File: config.mk
export PLATFORM = sky130hd
export DESIGN_NAME = ipv4_dotted_decimal_parser
export DESIGN_NICKNAME = d
export VERILOG_FILES = /design/src/rtl/ipv4p_pkg.sv /design/src/rtl/ipv4p_acc.sv /design/src/rtl/ipv4_dotted_decimal_parser.sv
export SDC_FILE = /design/constraint.sdc
export NUM_CORES = 1
export LEC_CHECK = 0
export ABC_CLOCK_PERIOD_IN_PS = 4100
export BUFFER_PORTS_ARGS = -buffer_cell sky130_fd_sc_hd__buf_2
export CORE_MARGIN = 2
export CORE_UTILIZATION = 60
export CTS_CLUSTER_SIZE = 28
export DETAILED_ROUTE_END_ITERATION = 16
export GPL_TIMING_DRIVEN = 0
export PLACE_DENSITY = 0.81
export SKIP_LAST_GASP = 1
export SLEW_MARGIN = 20
export SYNTH_ARGS = -nofsm -noshare
export SYNTH_HDL_FRONTEND = slang
export SYNTH_SLANG_ARGS = --single-unit
File: constraint.sdc
create_clock -name clk_i -period 4.1 [get_ports clk_i]
set_input_delay 0.41 -clock clk_i [delete_from_list [all_inputs] [get_ports clk_i]]
set_output_delay 0.41 -clock clk_i [all_outputs]
set_load 0.02 [all_outputs]
File: src/rtl/ipv4p_pkg.sv
// Package for the IPv4 dotted-quad parser: status and field error codes,
// character constants, the shared result struct and the field check.
// No dependencies.
package ipv4p_pkg;

  localparam logic [7:0] CharZero      = 8'h30;
  localparam logic [7:0] CharNine      = 8'h39;
  localparam logic [7:0] CharDot       = 8'h2E;
  localparam logic [9:0] OctetMax      = 10'd255;
  localparam logic [2:0] MaxDigits     = 3'd3;
  localparam logic [2:0] DigitsSat     = 3'd4;
  localparam logic [2:0] DotsSat       = 3'd7;
  localparam logic [2:0] DotsRequired  = 3'd3;

  typedef enum logic [2:0] {
    ST_OK           = 3'd0,
    ST_ILLEGAL_CHAR = 3'd1,
    ST_DOT_COUNT    = 3'd2,
    ST_EMPTY_LONG   = 3'd3,
    ST_LEADING_ZERO = 3'd4,
    ST_OVER_255     = 3'd5
  } status_e;

  typedef enum logic [1:0] {
    FE_NONE       = 2'd0,
    FE_EMPTY_LONG = 2'd1,
    FE_LEAD_ZERO  = 2'd2,
    FE_OVER_255   = 2'd3
  } field_err_e;

  typedef struct packed {
    logic [31:0] address;
    status_e     status;
  } result_t;

  function automatic field_err_e close_err(input logic [2:0] digits,
                                           input logic       lead_zero,
                                           input logic [9:0] value);
    field_err_e err;
    err = FE_NONE;
    if (digits == 3'd0 || digits > MaxDigits) begin
      err = FE_EMPTY_LONG;
    end else if (digits > 3'd1 && lead_zero) begin
      err = FE_LEAD_ZERO;
    end else if (value > OctetMax) begin
      err = FE_OVER_255;
    end
    return err;
  endfunction

endpackage

File: src/rtl/ipv4p_acc.sv
// Per-character parse state for the IPv4 parser: field accumulator, dot
// count, error tracking and the result of the closing character.
// Depends on ipv4p_pkg.
module ipv4p_acc import ipv4p_pkg::*; (
  input  logic       clk_i,
  input  logic       rst_ni,
  input  logic       en_i,
  input  logic [7:0] char_i,
  input  logic       last_i,
  output result_t    result_o
);

  logic [9:0]  value_q, value_d;
  logic [2:0]  digits_q, digits_d;
  logic        lz_q, lz_d;
  logic [2:0]  dots_q, dots_d;
  logic        ill_q, ill_d;
  field_err_e  fe_q, fe_d;
  logic [31:0] acc_q, acc_d;

  logic        is_digit, is_dot;
  logic [13:0] mac;
  field_err_e  err_last, fe_fin;
  logic [31:0] acc_fin;

  assign is_digit = (char_i >= CharZero) && (char_i <= CharNine);
  assign is_dot   = (char_i == CharDot);
  assign mac      = {4'd0, value_q} * 14'd10 + {6'd0, char_i - CharZero};

  always_comb begin
    value_d  = value_q;
    digits_d = digits_q;
    lz_d     = lz_q;
    dots_d   = dots_q;
    ill_d    = ill_q;
    fe_d     = fe_q;
    acc_d    = acc_q;
    if (is_digit) begin
      if (digits_q < DigitsSat) begin
        digits_d = digits_q + 3'd1;
        if (digits_q == 3'd0 && char_i == CharZero) begin
          lz_d = 1'b1;
        end
        if (digits_q < MaxDigits) begin
          value_d = mac[9:0];
        end
      end
    end else if (is_dot) begin
      if (fe_q == FE_NONE) begin
        fe_d = close_err(digits_q, lz_q, value_q);
      end
      acc_d    = {acc_q[23:0], value_q[7:0]};
      value_d  = '0;
      digits_d = '0;
      lz_d     = 1'b0;
      if (dots_q < DotsSat) begin
        dots_d = dots_q + 3'd1;
      end
    end else begin
      ill_d = 1'b1;
    end
  end

  // close the final field on top of the updated state
  always_comb begin
    err_last = close_err(digits_d, lz_d, value_d);
    fe_fin   = (fe_d == FE_NONE) ? err_last : fe_d;
    acc_fin  = {acc_d[23:0], value_d[7:0]};
    result_o.address = '0;
    if (ill_d) begin
      result_o.status = ST_ILLEGAL_CHAR;
    end else if (dots_d != DotsRequired) begin
      result_o.status = ST_DOT_COUNT;
    end else begin
      unique case (fe_fin)
        FE_NONE: begin
          result_o.status  = ST_OK;
          result_o.address = acc_fin;
        end
        FE_EMPTY_LONG: result_o.status = ST_EMPTY_LONG;
        FE_LEAD_ZERO:  result_o.status = ST_LEADING_ZERO;
        FE_OVER_255:   result_o.status = ST_OVER_255;
        default:       result_o.status = ST_EMPTY_LONG;
      endcase
    end
  end

  always_ff @(posedge clk_i or negedge rst_ni) begin
    if (!rst_ni) begin
      value_q  <= '0;
      digits_q <= '0;
      lz_q     <= 1'b0;
      dots_q   <= '0;
      ill_q    <= 1'b0;
      fe_q     <= FE_NONE;
      acc_q    <= '0;
    end else if (en_i) begin
      if (last_i) begin
        value_q  <= '0;
        digits_q <= '0;
        lz_q     <= 1'b0;
        dots_q   <= '0;
        ill_q    <= 1'b0;
        fe_q     <= FE_NONE;
        acc_q    <= '0;
      end else begin
        value_q  <= value_d;
        digits_q <= digits_d;
        lz_q     <= lz_d;
        dots_q   <= dots_d;
        ill_q    <= ill_d;
        fe_q     <= fe_d;
        acc_q    <= acc_d;
      end
    end
  end

endmodule

File: src/rtl/ipv4_dotted_decimal_parser.sv
// Top level of the IPv4 dotted-quad parser: input register, parse state
// and result register with valid/ready transfers on both sides.
// Depends on ipv4p_pkg and ipv4p_acc.
//
//   channel | direction | handshake              | payload
//   in      | input     | in_valid_i/in_ready_o  | char_code_i[7:0], last_char_i
//   out     | output    | out_valid_o/out_ready_i| address_o[31:0], status_o[2:0]
//
// One character per cycle unless the input side is held; a result is offered
// once its last character has transferred into the input register and has then
// been processed, with no stall, into the result register.
// Reset clears the parse state and both valid flags.
// Only a last character waiting on a full, stalled result register holds
// the input side; other characters keep flowing.
module ipv4_dotted_decimal_parser import ipv4p_pkg::*; (
  input  logic        clk_i,
  input  logic        rst_ni,
  input  logic        in_valid_i,
  output logic        in_ready_o,
  input  logic [7:0]  char_code_i,
  input  logic        last_char_i,
  output logic        out_valid_o,
  input  logic        out_ready_i,
  output logic [31:0] address_o,
  output logic [2:0]  status_o
);

  logic       in_valid_q;
  logic [7:0] char_q;
  logic       last_q;
  logic       stall, proc_en;
  logic       out_valid_q;
  result_t    res_d, res_q;

  assign stall      = in_valid_q && last_q && out_valid_q && !out_ready_i;
  assign proc_en    = in_valid_q && !stall;
  assign in_ready_o = !in_valid_q || !stall;

  always_ff @(posedge clk_i or negedge rst_ni) begin
    if (!rst_ni) begin
      in_valid_q <= 1'b0;
    end else if (in_ready_o) begin
      in_valid_q <= in_valid_i;
    end
  end

  always_ff @(posedge clk_i) begin
    if (in_ready_o && in_valid_i) begin
      char_q <= char_code_i;
      last_q <= last_char_i;
    end
  end

  ipv4p_acc u_acc (
    .clk_i    (clk_i),
    .rst_ni   (rst_ni),
    .en_i     (proc_en),
    .char_i   (char_q),
    .last_i   (last_q),
    .result_o (res_d)
  );

  always_ff @(posedge clk_i or negedge rst_ni) begin
    if (!rst_ni) begin
      out_valid_q <= 1'b0;
    end else if (proc_en && last_q) begin
      out_valid_q <= 1'b1;
    end else if (out_ready_i) begin
      out_valid_q <= 1'b0;
    end
  end

  always_ff @(posedge clk_i) begin
    if (proc_en && last_q) begin
      res_q <= res_d;
    end
  end

  assign out_valid_o = out_valid_q;
  assign address_o   = res_q.address;
  assign status_o    = res_q.status;

  assert property (@(posedge clk_i) disable iff (!rst_ni)
    out_valid_o && (status_o != ST_OK) |-> address_o == 32'd0)
    else $error("address not zero on error status");

  assert property (@(posedge clk_i) disable iff (!rst_ni)
    $rose(out_valid_q) |-> $past(proc_en && last_q))
    else $error("result without a closing character");

  assert property (@(posedge clk_i) disable iff (!rst_ni)
    !in_ready_o |-> in_valid_q && last_q && out_valid_q && !out_ready_i)
    else $error("input held without a pending result");

  assert property (@(posedge clk_i) disable iff (!rst_ni)
    out_valid_q && !out_ready_i |=> out_valid_q && $stable(res_q))
    else $error("stalled result changed");

endmodule
==> impl_metrics.sql <==
INSERT INTO impl_metrics (metric_group, metric, value, unit) VALUES
('synth', 'mappedNetlistNets', '533', ''),
('power_and_ir_drop', 'irDropWorstVdd', '0.000166', 'V'),
('job', 'max_cap_viols', '0', ''),
('cts', 'cts.sink_count', '90', ''),
('layout', 'n_fill_cell', '691', ''),
('power_and_ir_drop', 'p_clk_share', '30.1', '%'),
('detailed_routing', 'route.detailed.wl_per_inst', '18.0', 'um'),
('critical_path', 'crit_family', 'adder cells', ''),
('timing', 'finalCritPeriodShare', '99.3', '%'),
('critical_path', 'cell_at_the_slowest_stage_of_the_critical_path', 'sky130_fd_sc_hd__dfrtp_1', ''),
('synth', 'synth_top_cell_area_share', '25.3', '%'),
('timing', 'slew_headroom', '46.2', '%'),
('outcome', 'outcome', 'finished clean', ''),
('synth', 'per_instance_average_area_after_synthesis', '10.6', 'sq um'),
('place', 'place.port_buffers', '49', ''),
('synth', 'synth.largest_area_cell', 'sky130_fd_sc_hd__edfxtp_1', ''),
('floorplanning', 'die_width', '97.4', 'um'),
('power_and_ir_drop', 'internal-power', '1.36', 'mW'),
('critical_path', 'worst_setup_path_startpoint', 'u_acc.value_q[1]', ''),
('timing', 'finalSetupViolations', '0', ''),
('timing', 'finClkSkew', '0.0147', 'ns'),
('critical_path', 'critical_path.max_stage_delay', '0.48', 'ns'),
('place', 'place.detailed.hpwl', '8510', 'um'),
('critical_path', 'timing.setup.critical_path_class', 'register to register', ''),
('layout', 'antenna_cells_inserted', '0', ''),
('detailed_routing', 'detailedRoute.firstIterationViolations', '426', ''),
('synth', 'post_synth_instance_area', '5230', 'sq um'),
('synth', 'async_flop_share', '51.1', '%'),
('layout', 'post-route-util', '68.4', '%'),
('power_and_ir_drop', 'share_of_total_power_in_combinational_logic', '18.7', '%'),
('synth', 'yosysSeqAreaShare', '47.3', '%'),
('timing', 'max_freq', '246', 'MHz'),
('floorplanning', 'rows', '34', ''),
('timing', 'fin_crit', '4.07', 'ns'),
('hold_path', 'path_type_of_the_worst_min_delay_path', 'input pin to asynchronous set/reset pin', ''),
('place', 'routabilityCongestion', '0.906', ''),
('layout', 'design.final.nets', '597', ''),
('cts', 'quantity_of_hold_fixing_buffers_added_after_cts', '0', ''),
('synth', 'synth.yosys.warnings', '0', ''),
('cts', 'tritoncts', 'yes', ''),
('synth', 'syn-instance-count', '494', ''),
('critical_path', 'critPathCaptureType', 'register', ''),
('power_and_ir_drop', 'power_dens_cells', '341', 'nW/um^2'),
('power_and_ir_drop', 'power_switching_share', '32.0', '%'),
('global_routing', 'wire_length_of_the_first_global_routing_pass', '19500', 'um'),
('cts', 'cts_clk_pin_slew_worst_paths', '0.11', 'ns'),
('detailed_routing', 'drt.antenna.violating_nets', '0', ''),
('synth', 'synth_flop_cell', 'sky130_fd_sc_hd__dfrtp_1', ''),
('synth', 'yosys-top-cells-count', 'sky130_fd_sc_hd__a21oi_1 (66), sky130_fd_sc_hd__nand2_1 (50), sky130_fd_sc_hd__dfrtp_1 (46), sky130_fd_sc_hd__edfxtp_1 (44), sky130_fd_sc_hd__o21ai_0 (33)', ''),
('synth', 'synthTopCellsByArea', 'sky130_fd_sc_hd__edfxtp_1 (25%), sky130_fd_sc_hd__dfrtp_1 (22%), sky130_fd_sc_hd__a21oi_1 (6.3%)', ''),
('cts', 'cts-buffers-inserted', '9', ''),
('detailed_routing', 'dr_total_vias', '4229', ''),
('layout', 'sequential_cell_area', '2470', 'sq um'),
('cts', 'clockBufferDepth', '2', ''),
('critical_path', 'critical_path_required', '4.22', 'ns'),
('timing', 'fin_worst_hold_slack', '0.0289', 'ns'),
('synth', 'synth.most_common_cell', 'sky130_fd_sc_hd__a21oi_1', ''),
('layout', 'finalInstanceArea', '5880', 'sq um'),
('synth', 'synth-edff-count', '44', ''),
('place', 'detailed_place.area', '5650', 'sq um'),
('timing', 'max_slew.worst_pin.slew', '0.802', 'ns'),
('floorplanning', 'die_height', '97.4', 'um'),
('critical_path', 'crit-reg2reg-launch', 'u_acc.value_q[1]', ''),
('global_routing', 'gr-total-overflow', '0', ''),
('critical_path', 'path_buf_inv', '4', ''),
('synth', 'synthDistinctLibCells', '64', ''),
('critical_path', 'worstSetupStartpointType', 'register', ''),
('critical_path', 'cell_with_the_most_instances_on_the_worst_path', 'sky130_fd_sc_hd__ha_1', ''),
('critical_path', 'worst_ep_arrival_time', '4.19', 'ns'),
('synth', 'synth_seq_cells', '90', ''),
('power_and_ir_drop', 'leakage_power_of_the_design', '2.36', 'nW');
state kept, by name (all words and copies together) (netlist names):
name            flops
status_o            3
u_acc.ill_q         1
u_acc.acc_q        24
char_q              8
u_acc.dots_q        3
address_o          32
u_acc.value_q      10
u_acc.lz_q          1
u_acc.fe_q          2
u_acc.digits_q      3
last_q              1
in_valid_q          1
out_valid_o         1
power groups by stage:
| stage | Clock (mW) | Sequential (mW) | Combinational [mW] |
|---|---|---|---|
| 6_report | 0.603 | 1.03 | 0.375 |
| 5_1_grt | 0.643 | 1.03 | 0.411 |
| 3_5_place_dp | 0 | 1.04 | 0.359 |
| 4_1_cts | 0.601 | 1.02 | 0.363 |
| 2_1_floorplan | 0 | 1.05 | 0.241 |
| 3_3_place_gp | 0 | 1.04 | 0.342 |
cells by family after synthesis:
group	Yosys count	share of synthesized area [%]
AND/OR/NAND/NOR	163	19.6
AO/OA/AOI/OAI	153	19.6
flip-flops	90	47.3
buffers and inverters	46	4.21
adder cells (fa/ha/maj)	26	6.51
XOR/XNOR	13	2.18
multiplexers	3	0.598
layer usage:
layer	wire length (um)	global-route usage (%)	vias to the layer above
li1	-	-	1958
met1	5040	37.0	2026
met2	5670	39.9	212
met3	1020	4.75	33
met4	312	10.1	0
met5	0	0	-
final cells by class:
cell class / count / area share, %
repair buffers: 53 / 5.06
flip-flops and latches: 90 / 42.1
inverters: 16 / 1.02
clock buffers: 9 / 2.11
plain buffers: 30 / 2.77
clock inverters: 7 / 1.21
well taps: 108 / 2.30
multi-input cells: 358 / 43.5
worst paths after layout:
| check | end | slack (ns) | depth (start not counted) |
|---|---|---|---|
| setup reg to reg | address_o[4] | 0.03 | 14 |
| max in group asynchronous | u_acc.value_q[3] | 3.64 | 1 |
| hold / removal | u_acc.acc_q[8] | 0.03 | 1 |
| min in group clk_i | char_q[4] | 0.21 | 1 |
| hold reg to reg | u_acc.acc_q[20] | 0.48 | 2 |
| setup / recovery | address_o[4] | 0.03 | 14 |
stage by stage:
| step | cells | setup TNS [ns] | power [mW] |
|---|---|---|---|
| global route | 671 | -0.164 | 2.08 |
| global placement | 651 | 0 | 1.38 |
| CTS | 668 | -0.317 | 1.99 |
| finish | 671 | 0 | 2.00 |
| floorplan | 494 | 0 | 1.29 |
| detailed placement | 652 | -0.213 | 1.40 |
timing repair:
item | 4_1_cts | 5_1_grt
hold endpoints to repair | 0 | 0
setup endpoints to repair | 11 | 31
pin swaps | 0 | 1
buffers inserted | 0 | 3
resized for setup | 1 | 5
cells in the final DEF, fill, tap and decap left out, types with 7 or more instances in the layout:
cell type | synthesis | final
sky130_fd_sc_hd__nor2_1 | 27 | 27
sky130_fd_sc_hd__buf_4 | 3 | 8
sky130_fd_sc_hd__dfrtp_1 | 46 | 45
sky130_fd_sc_hd__and2_1 | 24 | 24
sky130_fd_sc_hd__a21o_1 | 8 | 8
sky130_fd_sc_hd__buf_2 | 5 | 52
sky130_fd_sc_hd__o21ai_0 | 33 | 33
sky130_fd_sc_hd__a21oi_1 | 66 | 65
sky130_fd_sc_hd__inv_1 | 16 | 16
sky130_fd_sc_hd__ha_1 | 24 | 24
sky130_fd_sc_hd__clkbuf_1 | 18 | 18
sky130_fd_sc_hd__a22o_1 | 7 | 7
sky130_fd_sc_hd__clkbuf_8 | 0 | 9
sky130_fd_sc_hd__nor4_2 | 23 | 23
sky130_fd_sc_hd__nand2_1 | 50 | 50
sky130_fd_sc_hd__nand3_1 | 8 | 8
sky130_fd_sc_hd__xnor2_1 | 7 | 7
sky130_fd_sc_hd__edfxtp_1 | 44 | 44
Power figures use the tool's default switching activity.
